[config.mk]
export PLATFORM = sky130hd
export DESIGN_NAME = multichannel_pwm_pulse_capture
export DESIGN_NICKNAME = d
export VERILOG_FILES = /design/src/design/mpwm_pkg.sv /design/src/design/multichannel_pwm_pulse_capture.sv /design/src/design/mpwm_front.sv /design/src/design/mpwm_queue.sv /design/src/design/mpwm_back.sv
export VERILOG_INCLUDE_DIRS = /design/src /design/src/design
export SDC_FILE = /design/constraint.sdc
export NUM_CORES = 1
export LEC_CHECK = 0
export ABC_AREA = 1
export BUFFER_PORTS_ARGS = -buffer_cell sky130_fd_sc_hd__buf_2
export CAP_MARGIN = 20
export CORE_UTILIZATION = 45
export CTS_CLUSTER_DIAMETER = 120
export DETAILED_ROUTE_END_ITERATION = 12
export PLACE_DENSITY = 0.64
export SYNTH_ARGS = -nofsm -noshare
export SYNTH_HDL_FRONTEND = slang
export SYNTH_SLANG_ARGS = --single-unit
[constraint.sdc]
create_clock -name clk -period 6.1 [get_ports clk]
set_clock_uncertainty 0.2 [all_clocks]
set_input_delay 0.305 -clock clk [delete_from_list [all_inputs] [get_ports clk]]
set_output_delay 0.305 -clock clk [all_outputs]
set_load 0.02 [all_outputs]
[src/design/multichannel_pwm_pulse_capture_defines.svh]
// ----------------------------------------------------------------------------
// multichannel_pwm_pulse_capture assertion macros
// Concurrent assertion wrappers clocked on clk, disabled in reset.
// ----------------------------------------------------------------------------
`ifndef MULTICHANNEL_PWM_PULSE_CAPTURE_DEFINES_SVH
`define MULTICHANNEL_PWM_PULSE_CAPTURE_DEFINES_SVH
`ifndef ASSERT_OFF
`define ASSERT_IMPL(label, ante, cons) \
	label: assert property (@(posedge clk) disable iff (!arst_n) (ante) |-> (cons)) \
		else $error("assertion failed");
`define ASSERT_NEXT(label, ante, cons) \
	label: assert property (@(posedge clk) disable iff (!arst_n) (ante) |=> (cons)) \
		else $error("assertion failed");
`else
`define ASSERT_IMPL(label, ante, cons)
`define ASSERT_NEXT(label, ante, cons)
`endif
`endif

[src/design/mpwm_pkg.sv]
// ----------------------------------------------------------------------------
// mpwm_pkg
// Shared types and constants of the PWM pulse capture block.
// ----------------------------------------------------------------------------
package mpwm_pkg;

	localparam int CHANNELS_DEF = 6;
	localparam int MAX_CHANNELS = 8;
	localparam int PIN_COUNT    = 6;
	localparam int CH_W         = 3;
	localparam int TIME_W       = 32;
	localparam int WIDTH_W      = 16;
	localparam int IN_DATA_W    = 48;
	localparam int OUT_DATA_W   = 24;
	localparam int CFG_IDX_W    = 2;
	localparam int CFG_DATA_W   = 32;
	localparam int QUEUE_DEPTH  = 2;

	localparam logic [WIDTH_W-1:0] MIN_WIDTH_RST = 16'd900;
	localparam logic [WIDTH_W-1:0] MAX_WIDTH_RST = 16'd2100;
	localparam logic [TIME_W-1:0]  TIMEOUT_RST   = 32'd100000;

	typedef enum logic {
		OP_SAMPLE = 1'b0,
		OP_READ   = 1'b1
	} op_t;

	typedef enum logic [CFG_IDX_W-1:0] {
		REG_MIN_WIDTH = 2'd0,
		REG_MAX_WIDTH = 2'd1,
		REG_TIMEOUT   = 2'd2
	} cfg_reg_t;

	typedef struct packed {
		op_t                   op;
		logic [PIN_COUNT-1:0]  pins;
		logic [PIN_COUNT-1:0]  changed;
		logic [TIME_W-1:0]     time_us;
		logic [CH_W-1:0]       ch;
	} mpwm_entry_t;

endpackage

[src/design/multichannel_pwm_pulse_capture.sv]
// An input word is written into the 2-entry queue, then into the output register when popped.
// Throughput: one word per cycle while neither side stalls; the back stage's channel update
// and the 2-entry queue let input and output stall independently.
// Reset: config registers return to 900/2100/100000 us, pin history, rise and
// update flags and stored widths clear at once; no clearing pass.
// ----------------------------------------------------------------------------
// multichannel_pwm_pulse_capture
// Multichannel RC PWM pulse width capture with channel read-back.
// ----------------------------------------------------------------------------
module multichannel_pwm_pulse_capture
	import mpwm_pkg::*;
#(
	parameter int CHANNELS = CHANNELS_DEF
)
(
	input  logic                  clk,
	input  logic                  arst_n,
	input  logic                  cfg_valid,
	output logic                  cfg_ready,
	input  logic [CFG_IDX_W-1:0]  cfg_index,
	input  logic [CFG_DATA_W-1:0] cfg_data,
	input  logic                  s_tvalid,
	output logic                  s_tready,
	input  logic [IN_DATA_W-1:0]  s_tdata,  // pin_levels, time_us, channel_index
	input  logic                  s_tuser,  // operation
	output logic                  m_tvalid,
	input  logic                  m_tready,
	output logic [OUT_DATA_W-1:0] m_tdata   // pulse_width_us, alive, updated_mask
);

	logic        q_push;
	logic        q_full;
	logic        q_valid;
	logic        q_pop;
	mpwm_entry_t wr_entry;
	mpwm_entry_t rd_entry;

	mpwm_front u_front (
		.clk      (clk),
		.arst_n   (arst_n),
		.s_tvalid (s_tvalid),
		.s_tready (s_tready),
		.s_tdata  (s_tdata),
		.s_tuser  (s_tuser),
		.q_full   (q_full),
		.q_push   (q_push),
		.q_entry  (wr_entry)
	);

	mpwm_queue u_queue (
		.clk      (clk),
		.arst_n   (arst_n),
		.push     (q_push),
		.wr_entry (wr_entry),
		.full     (q_full),
		.valid    (q_valid),
		.rd_entry (rd_entry),
		.pop      (q_pop)
	);

	mpwm_back #(
		.CHANNELS (CHANNELS)
	) u_back (
		.clk       (clk),
		.arst_n    (arst_n),
		.cfg_valid (cfg_valid),
		.cfg_ready (cfg_ready),
		.cfg_index (cfg_index),
		.cfg_data  (cfg_data),
		.q_valid   (q_valid),
		.q_entry   (rd_entry),
		.q_pop     (q_pop),
		.m_tvalid  (m_tvalid),
		.m_tready  (m_tready),
		.m_tdata   (m_tdata)
	);

endmodule

[src/design/mpwm_front.sv]
// ----------------------------------------------------------------------------
// mpwm_front
// Accepts input words, tracks pin levels and flags changed pins.
// ----------------------------------------------------------------------------
module mpwm_front
	import mpwm_pkg::*;
(
	input  logic                 clk,
	input  logic                 arst_n,
	input  logic                 s_tvalid,
	output logic                 s_tready,
	input  logic [IN_DATA_W-1:0] s_tdata,  // pin_levels, time_us, channel_index
	input  logic                 s_tuser,  // operation
	input  logic                 q_full,
	output logic                 q_push,
	output mpwm_entry_t          q_entry
);

	logic [PIN_COUNT-1:0] prev_levels_q;
	logic [PIN_COUNT-1:0] pins;

	assign pins     = s_tdata[PIN_COUNT-1:0];
	assign s_tready = !q_full;
	assign q_push   = s_tvalid && s_tready;

	always_comb begin
		q_entry.op      = op_t'(s_tuser);
		q_entry.pins    = pins;
		q_entry.changed = (q_entry.op == OP_SAMPLE) ? (pins ^ prev_levels_q) : '0;
		q_entry.time_us = s_tdata[PIN_COUNT +: TIME_W];
		q_entry.ch      = s_tdata[PIN_COUNT+TIME_W +: CH_W];
	end

	always_ff @(posedge clk or negedge arst_n) begin
		if (!arst_n) begin
			prev_levels_q <= '0;
		end else if (q_push && q_entry.op == OP_SAMPLE) begin
			prev_levels_q <= pins;
		end
	end

endmodule

[src/design/mpwm_queue.sv]
// ----------------------------------------------------------------------------
// mpwm_queue
// Short FIFO of classified words between front and back.
// ----------------------------------------------------------------------------
module mpwm_queue
	import mpwm_pkg::*;
(
	input  logic        clk,
	input  logic        arst_n,
	input  logic        push,
	input  mpwm_entry_t wr_entry,
	output logic        full,
	output logic        valid,
	output mpwm_entry_t rd_entry,
	input  logic        pop
);

	localparam int AW = $clog2(QUEUE_DEPTH);

	mpwm_entry_t     mem_q [QUEUE_DEPTH];
	logic [AW-1:0]   wptr_q;
	logic [AW-1:0]   rptr_q;
	logic [AW:0]     count_q;

	assign full     = (count_q == (AW+1)'(QUEUE_DEPTH));
	assign valid    = (count_q != '0);
	assign rd_entry = mem_q[rptr_q];

	always_ff @(posedge clk) begin
		if (push) begin
			mem_q[wptr_q] <= wr_entry;
		end
	end

	always_ff @(posedge clk or negedge arst_n) begin
		if (!arst_n) begin
			wptr_q  <= '0;
			rptr_q  <= '0;
			count_q <= '0;
		end else begin
			if (push) begin
				wptr_q <= wptr_q + 1'b1;
			end
			if (pop) begin
				rptr_q <= rptr_q + 1'b1;
			end
			case ({push, pop})
				2'b10:   count_q <= count_q + 1'b1;
				2'b01:   count_q <= count_q - 1'b1;
				default: count_q <= count_q;
			endcase
		end
	end

endmodule

[src/design/mpwm_back.sv]
// ----------------------------------------------------------------------------
// mpwm_back
// Channel state, width capture, channel reads and the output register.
// ----------------------------------------------------------------------------
`include "multichannel_pwm_pulse_capture_defines.svh"

module mpwm_back
	import mpwm_pkg::*;
#(
	parameter int CHANNELS = CHANNELS_DEF
)
(
	input  logic                  clk,
	input  logic                  arst_n,
	input  logic                  cfg_valid,
	output logic                  cfg_ready,
	input  logic [CFG_IDX_W-1:0]  cfg_index,
	input  logic [CFG_DATA_W-1:0] cfg_data,
	input  logic                  q_valid,
	input  mpwm_entry_t           q_entry,
	output logic                  q_pop,
	output logic                  m_tvalid,
	input  logic                  m_tready,
	output logic [OUT_DATA_W-1:0] m_tdata  // pulse_width_us, alive, updated_mask
);

	localparam int IW = (CHANNELS > 1) ? $clog2(CHANNELS) : 1;

	logic [WIDTH_W-1:0] min_q;
	logic [WIDTH_W-1:0] max_q;
	logic [TIME_W-1:0]  timeout_q;

	logic [WIDTH_W-1:0] rise_time_q    [CHANNELS];
	logic [WIDTH_W-1:0] stored_width_q [CHANNELS];
	logic [TIME_W-1:0]  update_time_q  [CHANNELS];
	logic [CHANNELS-1:0] rise_seen_q;
	logic [CHANNELS-1:0] update_seen_q;

	logic                 m_valid_q;
	logic [WIDTH_W-1:0]   width_out_q;
	logic                 alive_out_q;
	logic [PIN_COUNT-1:0] mask_out_q;

	logic [MAX_CHANNELS-1:0] pins_ext;
	logic [MAX_CHANNELS-1:0] chg_ext;
	logic [MAX_CHANNELS-1:0] upd_ext;
	logic [MAX_CHANNELS-1:0] seen_ext;
	logic [CHANNELS-1:0]     rise_d;
	logic [CHANNELS-1:0]     upd_d;
	logic [WIDTH_W-1:0]      pulse_w [CHANNELS];
	logic                    is_sample;
	logic                    ch_in_range;
	logic [IW-1:0]           idx;
	logic [TIME_W-1:0]       age;
	logic [WIDTH_W-1:0]      rd_width;
	logic                    alive_d;

	assign cfg_ready = 1'b1;
	assign q_pop     = q_valid && (!m_valid_q || m_tready);
	assign is_sample = (q_entry.op == OP_SAMPLE);
	assign pins_ext  = MAX_CHANNELS'(q_entry.pins);
	assign chg_ext   = MAX_CHANNELS'(q_entry.changed);

	always_comb begin
		upd_ext  = '0;
		seen_ext = '0;
		for (int i = 0; i < CHANNELS; i++) begin
			pulse_w[i] = q_entry.time_us[WIDTH_W-1:0] - rise_time_q[i];
			rise_d[i]  = is_sample && chg_ext[i] && pins_ext[i];
			upd_d[i]   = is_sample && chg_ext[i] && !pins_ext[i] && rise_seen_q[i]
				&& (pulse_w[i] >= min_q) && (pulse_w[i] <= max_q);
			upd_ext[i]  = upd_d[i];
			seen_ext[i] = update_seen_q[i];
		end
	end

	assign ch_in_range = ({1'b0, q_entry.ch} < (CH_W+1)'(CHANNELS));
	assign idx         = q_entry.ch[IW-1:0];
	assign age         = q_entry.time_us - update_time_q[idx];
	assign rd_width    = ch_in_range ? stored_width_q[idx] : '0;
	assign alive_d     = !is_sample && ch_in_range && update_seen_q[idx] && (age < timeout_q);

	always_ff @(posedge clk or negedge arst_n) begin
		if (!arst_n) begin
			min_q     <= MIN_WIDTH_RST;
			max_q     <= MAX_WIDTH_RST;
			timeout_q <= TIMEOUT_RST;
		end else if (cfg_valid && cfg_ready) begin
			case (cfg_index)
				REG_MIN_WIDTH: min_q     <= cfg_data[WIDTH_W-1:0];
				REG_MAX_WIDTH: max_q     <= cfg_data[WIDTH_W-1:0];
				REG_TIMEOUT:   timeout_q <= cfg_data[TIME_W-1:0];
				default: ;
			endcase
		end
	end

	always_ff @(posedge clk or negedge arst_n) begin
		if (!arst_n) begin
			rise_seen_q   <= '0;
			update_seen_q <= '0;
			for (int i = 0; i < CHANNELS; i++) begin
				stored_width_q[i] <= '0;
			end
		end else if (q_pop) begin
			for (int i = 0; i < CHANNELS; i++) begin
				if (rise_d[i]) begin
					rise_seen_q[i] <= 1'b1;
				end
				if (upd_d[i]) begin
					update_seen_q[i]  <= 1'b1;
					stored_width_q[i] <= pulse_w[i];
				end
			end
		end
	end

	always_ff @(posedge clk) begin
		if (q_pop) begin
			for (int i = 0; i < CHANNELS; i++) begin
				if (rise_d[i]) begin
					rise_time_q[i] <= q_entry.time_us[WIDTH_W-1:0];
				end
				if (upd_d[i]) begin
					update_time_q[i] <= q_entry.time_us;
				end
			end
		end
	end

	always_ff @(posedge clk or negedge arst_n) begin
		if (!arst_n) begin
			m_valid_q <= 1'b0;
		end else if (q_pop) begin
			m_valid_q <= 1'b1;
		end else if (m_tready) begin
			m_valid_q <= 1'b0;
		end
	end

	always_ff @(posedge clk) begin
		if (q_pop) begin
			width_out_q <= is_sample ? '0 : rd_width;
			alive_out_q <= alive_d;
			mask_out_q  <= is_sample ? upd_ext[PIN_COUNT-1:0] : '0;
		end
	end

	assign m_tvalid = m_valid_q;
	assign m_tdata  = {1'b0, mask_out_q, alive_out_q, width_out_q};

	// reported channels must be marked updated
	`ASSERT_NEXT(a_mask_seen, q_pop && is_sample, (mask_out_q & ~seen_ext[PIN_COUNT-1:0]) == '0)
	`ASSERT_NEXT(a_read_no_mask, q_pop && !is_sample, mask_out_q == '0)
	`ASSERT_IMPL(a_alive_range, alive_d, ch_in_range && !is_sample)

endmodule
==> results of run 1 <==
[what timing repair did]
action,CTS,global route
endpoints found under the hold margin,229,1
setup endpoints to repair,0,0
hold buffers,78,2
[worst register-to-register path, cell delays in order, from the launching register on]
cell and delay, ns:
sky130_fd_sc_hd__dfrtp_2 0.44, sky130_fd_sc_hd__buf_4 0.27, sky130_fd_sc_hd__nand2_1 0.12, sky130_fd_sc_hd__nand2_2 0.10, sky130_fd_sc_hd__inv_1 0.47, sky130_fd_sc_hd__a21oi_1 0.09, sky130_fd_sc_hd__o21ai_0 0.39, sky130_fd_sc_hd__o31ai_1 0.13
sky130_fd_sc_hd__inv_1 0.14, sky130_fd_sc_hd__ha_1 0.32, sky130_fd_sc_hd__nand2_1 0.15, sky130_fd_sc_hd__inv_1 0.06, sky130_fd_sc_hd__nand2_1 0.08, sky130_fd_sc_hd__nand2_1 0.06, sky130_fd_sc_hd__a21oi_1 0.28, sky130_fd_sc_hd__o21ai_0 0.24
sky130_fd_sc_hd__nand2_1 0.11, sky130_fd_sc_hd__nand3_1 0.07, sky130_fd_sc_hd__nand2_1 0.07, sky130_fd_sc_hd__nand2_1 0.09, sky130_fd_sc_hd__ha_1 0.30, sky130_fd_sc_hd__nand2_1 0.05, sky130_fd_sc_hd__nor2_1 0.16, sky130_fd_sc_hd__nand2_1 0.08
sky130_fd_sc_hd__nor3_1 0.22, sky130_fd_sc_hd__nand3_1 0.12, sky130_fd_sc_hd__a21oi_1 0.14, sky130_fd_sc_hd__nor2_1 0.05
[cells by family after synthesis]
logic type                 synth area share
DFF                                   0.473
other                              0.000211
adders and majority gates             0.125
and+or+nand+nor                       0.223
muxes                               0.00253
AOI/OAI and AO/OA                    0.0878
xor gates and xnor gates             0.0199
buffers and inverters                0.0680
[routing by layer]
layer  global-route usage  vias up  share of wire
met5                    0        -              0
li1                     -    14300              -
met1                0.403    13600           0.47
met3               0.0451      151          0.089
met2                0.378     1135           0.42
met4               0.0820        0          0.028
[area by class of cell]
cell class,count,area [um^2],share of cell area
repair buffers,262,2110,0.0518
clock inverters,36,404,0.00991
inverters,503,1890,0.0464
well taps,1040,1300,0.0319
multi-input cells,2919,16400,0.402
diodes,4,10.0,0.000246
flip-flops and latches,590,16800,0.413
clock buffers,90,1860,0.0455
[through the flow]
step | setup slack (ns) | utilization | instances
6_report | 0.845 | 0.524 | 5444
4_1_cts | 0.881 | 0.523 | 5437
2_1_floorplan | 0.645 | - | 4120
3_5_place_dp | 0.922 | 0.484 | 5233
3_3_place_gp | 0.926 | 0.484 | 5233
5_1_grt | 0.440 | 0.524 | 5441
[state kept, by name (all words and copies together), names as in the netlist, 16 cells and up]
signal / flops
u_back.update_time_q: 192
u_back.rise_time_q: 96
u_back.stored_width_q: 96
u_queue.mem_q: 96
u_back.timeout_q: 32
u_back.max_q: 16
u_back.min_q: 16
u_back.width_out_q: 16
[cells in the mapped netlist (all sizes together) (2+ instances only)]
cell	count
nand2	1227
o22ai	33
nor3	36
nand3b	8
buf	52
nand4	143
o21bai	13
a21oi	275
ha	345
a21o	4
or2	14
mux2	6
conb	2
dfrtp	169
fa	7
nand3	159
o21a	14
dfstp	14
o21ai	219
and2	19
a31oi	2
inv	503
clkbuf	56
xor2	64
nor2	291
xnor2	17
o31ai	13
edfxtp	407
[worst paths after layout]
kind	cells after the start	startpoint	endpoint	slack (ns)
worst max-delay path	27	u_queue.rptr_q	u_back.alive_out_q	0.84
worst min-delay path	3	arst_n	u_back.timeout_q[31]	0.07
worst max register to register	27	u_queue.rptr_q	u_back.alive_out_q	0.84
worst min register to register	2	u_back.update_seen_q[2]	u_back.update_seen_q[2]	0.25
max in group asynchronous	3	arst_n	u_back.timeout_q[30]	4.67
min in group clk	5	cfg_index[0]	u_back.timeout_q[7]	0.08
==> results, run 1 <==
- The run finished with clean final reports.
- The async set-or-reset flop fraction in the synthesized netlist is 0.310.
- The buffers plus inverters on the worst setup path is 4.
- Setup repair after global routing left no endpoint under its margin.
- The share of the clock period used by the worst path after layout is 0.862.
- The initial standard-cell utilization of the core is 0.457.
- The first detailed-routing pass took 6 iterations.
- After synthesis, the netlist uses 50 different library cells.
- The final layout contains routed wiring with a total length of about 110,000 um.
- The number of H-tree levels is 3.
- The net count of the mapped netlist is around 4,600.
- The number of max-capacitance violations reported is 0.
- The worst path needs between 5 and 6 ns of the cycle, external delays included.
- The endpoint class of the critical path is a register.
- The number of buffers added for setup after CTS is 0.
- In the final layout, the share of cells above drive strength 1 is 0.0809.
- The number of buffers inserted by port buffering is 105.
- The cell area that synthesis handed to floorplanning was 35,600 um^2.
- The iteration-0 DRC count of the detailed router is around 3,100.
- The chip height is approximately 280 um.
- TritonCTS created between 60 and 70 clock buffers.
- The vias per cell is about 5.4.
- The biggest area contributor in the post-synthesis netlist is sky130_fd_sc_hd__edfxtp_1.
- Among the stages of the critical path, the cell type that occurs most often is sky130_fd_sc_hd__nand2_1.
- The estimated wirelength of the detail-placed design is between 70,000 and 80,000 um.
- The initial antenna violation count is 4.
- The number of global-route vias before repair was between 20,000 and 30,000.
- The global-route total usage across every layer is 0.264.
- The overall overflow remaining after global route is 0.
- After synthesis, the cell types taking the most area are sky130_fd_sc_hd__edfxtp_1 34%, sky130_fd_sc_hd__nand2_1 13%, sky130_fd_sc_hd__ha_1 12%.
- The worst pin sits at a relative slew slack of 0.299.
- In this run the standard cell core region covers about 80,000 um^2.
- The type of the tightest min-delay check is in2async.
- The number of core rows is slightly above 100.
- The arrival time of the worst setup path is between 5 and 6 ns.
- The first global-routing pass estimated about 160,000 um of wire.
- Summing all non-filler instances in the final layout gives an area of 40,800 um^2.
- The critical-path maximum fanout is 35.
- The area enclosed by the die boundary is between 80,000 and 90,000 um^2.
- TritonCTS built the clock tree.
- The library cells used most frequently in the layout, excluding fill and tap cells, are 1,221 x sky130_fd_sc_hd__nand2_1, 496 x sky130_fd_sc_hd__inv_1, 407 x sky130_fd_sc_hd__edfxtp_1.
- The synthesized design contains 590 register bits.
- Summed over all failing endpoints, the final setup total negative slack is 0 ns.
- The residual antenna-violating net count after detailed routing is 0.
- The longest individual stage delay on the worst path is 0.47 ns.
- After clock tree synthesis, the repair step resized 0 gates.
- Derived from the worst setup path, the maximum achievable clock frequency is roughly 0.19 GHz.
- At the pin with the least slew margin, the transition time is ~1.0 ns.
- The final setup violation count is 0.
- The final weighted congestion of routability-driven global placement is roughly 0.96.
- Detailed routing inserted a total of a little under 30,000 vias.
- The clock transition at the registers of the reported paths is around 0.06 ns.
- Compared with the post-synthesis result, the final layout area differs by 14.6%.
- The hold violation count in the final report is 0.
- Counting along the longest clock path gives a buffer depth of 3.
- The worst setup path is of the reg2reg kind.
- Data on the critical path is required at its endpoint by 6.28 ns.
- STA classifies the critical path startpoint as a register.
- At the later pin of the worst-skew pair, clock insertion delay measures between 0.6 and 0.7 ns.
- After the last flow step, the layout net total stands at between 4,000 and 5,000.
- The number of top-level design ports is roughly 120.
- Synthesis handed over a netlist of between 4,000 and 5,000 instances.
- After detailed routing, the average wire length per cell comes to about 20 um.
- The area fraction of the dominant cell type after synthesis is 0.344.
- Each instance of the synthesized netlist takes up on average 8.63 um^2.
- The number of DRC violations after detailed routing is 0.
- The share of the Yosys chip area taken by registers is 0.473.
- The filler cells instantiated in the layout total about 7,300.
- The final max-slew violation count was 0.
- In this run the cell area measured after placement is between 30,000 and 40,000 um^2.
- In this run, synthesis inferred 407 flip-flops with an integrated enable.
- The library cell used most frequently in the layout, excluding fill and tap cells, is sky130_fd_sc_hd__nand2_1.
- The root cell of the clock tree is sky130_fd_sc_hd__clkbuf_16.
- The slowest stage cell on the critical path is sky130_fd_sc_hd__inv_1.
- The maximum number of pins on one net before global-route repair is 165.
- The cell family with the largest share of critical-path delay is simple AND/OR/NAND/NOR gates.
- During synthesis, Yosys emitted a total of 0 warnings.
- In the synthesized netlist the dominant register cell turns out to be sky130_fd_sc_hd__edfxtp_1.
- Hold is met by 0.0666 ns.
- The tree built by TritonCTS fans out to just under 600 sinks.
- The die is around 280 um wide.
Power of run 1 is not shown: default switching activity piles up to over one toggle a cycle in this logic, so the estimate is an artifact.
==> run 2, diff against run 1 <==
CORE_UTILIZATION = 55   (was 45)
PLACE_DENSITY = 0.75   (was 0.64)
==> results, run 2 (synthesis results as in run 1) <==
- The most common library cell in the layout ignoring fill and taps is sky130_fd_sc_hd__nand2_1 (unchanged).
- The required time of the worst setup path is 6.18 ns (was 6.28 ns).
- The fmax is 0.186 GHz (was 0.190 GHz).
- The number of sinks handled by clock tree synthesis was 590 (unchanged).
- The number of top-level design ports was 115 (unchanged).
- Commonest non-fill, non-tap cells in the layout: 1,221 x sky130_fd_sc_hd__nand2_1, 496 x sky130_fd_sc_hd__inv_1, 407 x sky130_fd_sc_hd__edfxtp_1 (unchanged).
- The final-layout setup total negative slack came to 0 ns (unchanged).
- The initial standard-cell utilization of the core is 0.560 (was 0.457).
- The number of core rows is 92 (was 102).
- The detailed-route wire length per cell is 19.9 um (was 19.7 um).
- The instance count after placement with tap cells included was 5,044 (was 5,233).
- The root cell of the clock tree was sky130_fd_sc_hd__clkbuf_16 (unchanged).
- Unrepaired setup endpoints after global routing: no (unchanged).
- The residual antenna-violating net count after detailed routing is 0 (unchanged).
- The flip-flop count of the largest register, all copies and words added is 192 (unchanged).
- The core area came to 63,500 um^2 (was 77,800 um^2).
- The transition time of the tightest slew-check pin came to 1.10 ns (was 1.05 ns).
- The net total in the final layout came to 4,783 (was 4,785).
- The area enclosed by the die boundary is 65,700 um^2 (was 80,200 um^2).
- The number of detailed-routing iterations run before antenna repair came to 6 (unchanged).
- The initial antenna violation count was 4 (unchanged).
- The insertion delay to the later sink of the worst-skew pair is 0.65 ns (was 0.63 ns).
- The area added between synthesis and finish was 13.7% (was 14.6%).
- The final weighted congestion of routability-driven global placement is 1.01 (was 0.955).
- The vias per cell is 5.69 (was 5.36).
- The number of max-capacitance violations reported is 0 (unchanged).
- The worst-case clock buffer depth is 3 (unchanged).
- The maximum number of pins on one net before global-route repair is 112 (was 165).
- The worst slew slack as a fraction of its limit is 0.264 (was 0.299).
- The number of H-tree levels is 3 (unchanged).
- The global-route total usage across every layer was 0.316 (was 0.264).
- The final setup violation count was 0 (unchanged).
- The total via count after detailed routing came to 29,900 (was 29,200).
- The clock transition at the registers of the reported paths is 0.06 ns (about the same).
- The share of the clock period used by the worst path after layout came to 0.879 (was 0.862).
- The final cell count without fillers is 5,245 (was 5,444).
- The register name with the most flops was u_back.update_time_q (unchanged).
- The type of the tightest min-delay check is in2async (unchanged).
- The arrival time of the worst setup path came to 5.44 ns (was 5.43 ns).
- The estimated wirelength of the detail-placed design is 73,400 um (was 75,700 um).
- The critical-path maximum fanout was 34 (was 35).
- The endpoint class of the critical path was a register (unchanged).
- The CTS tree is yes (unchanged).
- The sum of routed wire length over all layers came to 104,000 um (was 107,000 um).
- The hold violation count in the final report is 0 (unchanged).
- The number of buffers added for setup after CTS is 0 (unchanged).
- The element type at the critical path start is a register (unchanged).
- The fraction of layout cells with a size suffix above 1 was 0.0816 (was 0.0809).
- The iteration-0 DRC count of the detailed router is 3,457 (was 3,129).
- The number of global-route vias before repair was 27,400 (was 26,500).
- The time the final worst path needs with I/O delays and setup is 5.36 ns (was 5.26 ns).
- The number of DRC violations after detailed routing came to 0 (unchanged).
- The overall overflow remaining after global route is 0 (unchanged).
- The die width is 256 um (was 283 um).
- The number of buffers inserted by port buffering is 105 (unchanged).
- The final max-slew violation count is 0 (unchanged).
- The chip height is 256 um (was 283 um).
- The global-route wire length before repair was 157,000 um (was 160,000 um).
- The layout filler cell count was 5,205 (was 7,263).
- Run status: completed (unchanged).
- The type of the setup path with the least slack is reg2reg (unchanged).
- The number of clock buffers inserted by TritonCTS is 66 (was 69).
## run 2: final cells by class
class / instances / area (um^2) / area share
sequential: 590 / 16800 / 0.416
multi-input combinational: 2919 / 16400 / 0.405
timing repair buffer: 263 / 1940 / 0.0479
inverter: 503 / 1890 / 0.0468
clock buffer: 86 / 1810 / 0.0447
tap: 846 / 1060 / 0.0262
clock inverter: 36 / 551 / 0.0136
antenna: 2 / 5.00 / 0.000124
## run 2: path summary, 6_finish.rpt
path / from / endpoint / slack, ns / cells past startpoint
worst min-delay path: arst_n / u_back.m_tvalid / 0.07 / 2
worst min register to register: u_back.update_seen_q[2] / u_back.update_seen_q[2] / 0.26 / 2
min in group clk: cfg_valid / u_back.timeout_q[5] / 0.12 / 5
worst max-delay path: u_queue.rptr_q / u_back.update_time_q[0][10] / 0.74 / 20
max in group asynchronous: arst_n / u_back.max_q[2] / 4.27 / 3
worst max register to register: u_queue.rptr_q / u_back.update_time_q[0][10] / 0.74 / 20
## run 2: critical path, stage by stage (launching register included)
cell                      delay, ns
sky130_fd_sc_hd__dfrtp_2       0.41
sky130_fd_sc_hd__buf_4         0.37
sky130_fd_sc_hd__nand2_1       0.08
sky130_fd_sc_hd__nand2_1       0.68
sky130_fd_sc_hd__ha_1          0.43
sky130_fd_sc_hd__or2_2         0.31
sky130_fd_sc_hd__and2_1        0.19
sky130_fd_sc_hd__xor2_1        0.47
sky130_fd_sc_hd__ha_1          0.36
sky130_fd_sc_hd__nand2_1       0.09
sky130_fd_sc_hd__inv_1         0.04
sky130_fd_sc_hd__nand2_1       0.05
sky130_fd_sc_hd__nand2_1       0.04
sky130_fd_sc_hd__nand2_1       0.05
sky130_fd_sc_hd__nand2_1       0.05
sky130_fd_sc_hd__nand2_1       0.05
sky130_fd_sc_hd__nand2_1       0.04
sky130_fd_sc_hd__nand2_1       0.12
sky130_fd_sc_hd__nand4_4       0.32
sky130_fd_sc_hd__inv_1         0.14
sky130_fd_sc_hd__buf_4         0.44
## run 2: through the flow
step	worst slack, ns	hold slack [ns]	util	cell area [um^2]
final	0.737	0.0691	0.637	40400
after global routing	0.341	0.179	0.636	40400
after CTS	0.851	0.0863	0.636	40400
after detailed placement	0.886	0.238	0.587	37300
after global placement	0.909	0.231	0.587	37300
after floorplan	0.645	-0.191	-	35600
## run 2: routing by layer
layer	wire, um	GRT usage	vias to the layer above
li1	-	-	14200
met2	43300	0.455	1477
met5	11	0	-
met3	12300	0.0831	252
met1	44300	0.447	13900
met4	4630	0.140	2
## run 2: repair_timing
action / CTS / global route
endpoints found under the hold margin: 273 / 0
hold buffers: 77 / 0
resized for setup: 0 / 0
Power of run 2 is left out for the same reason.
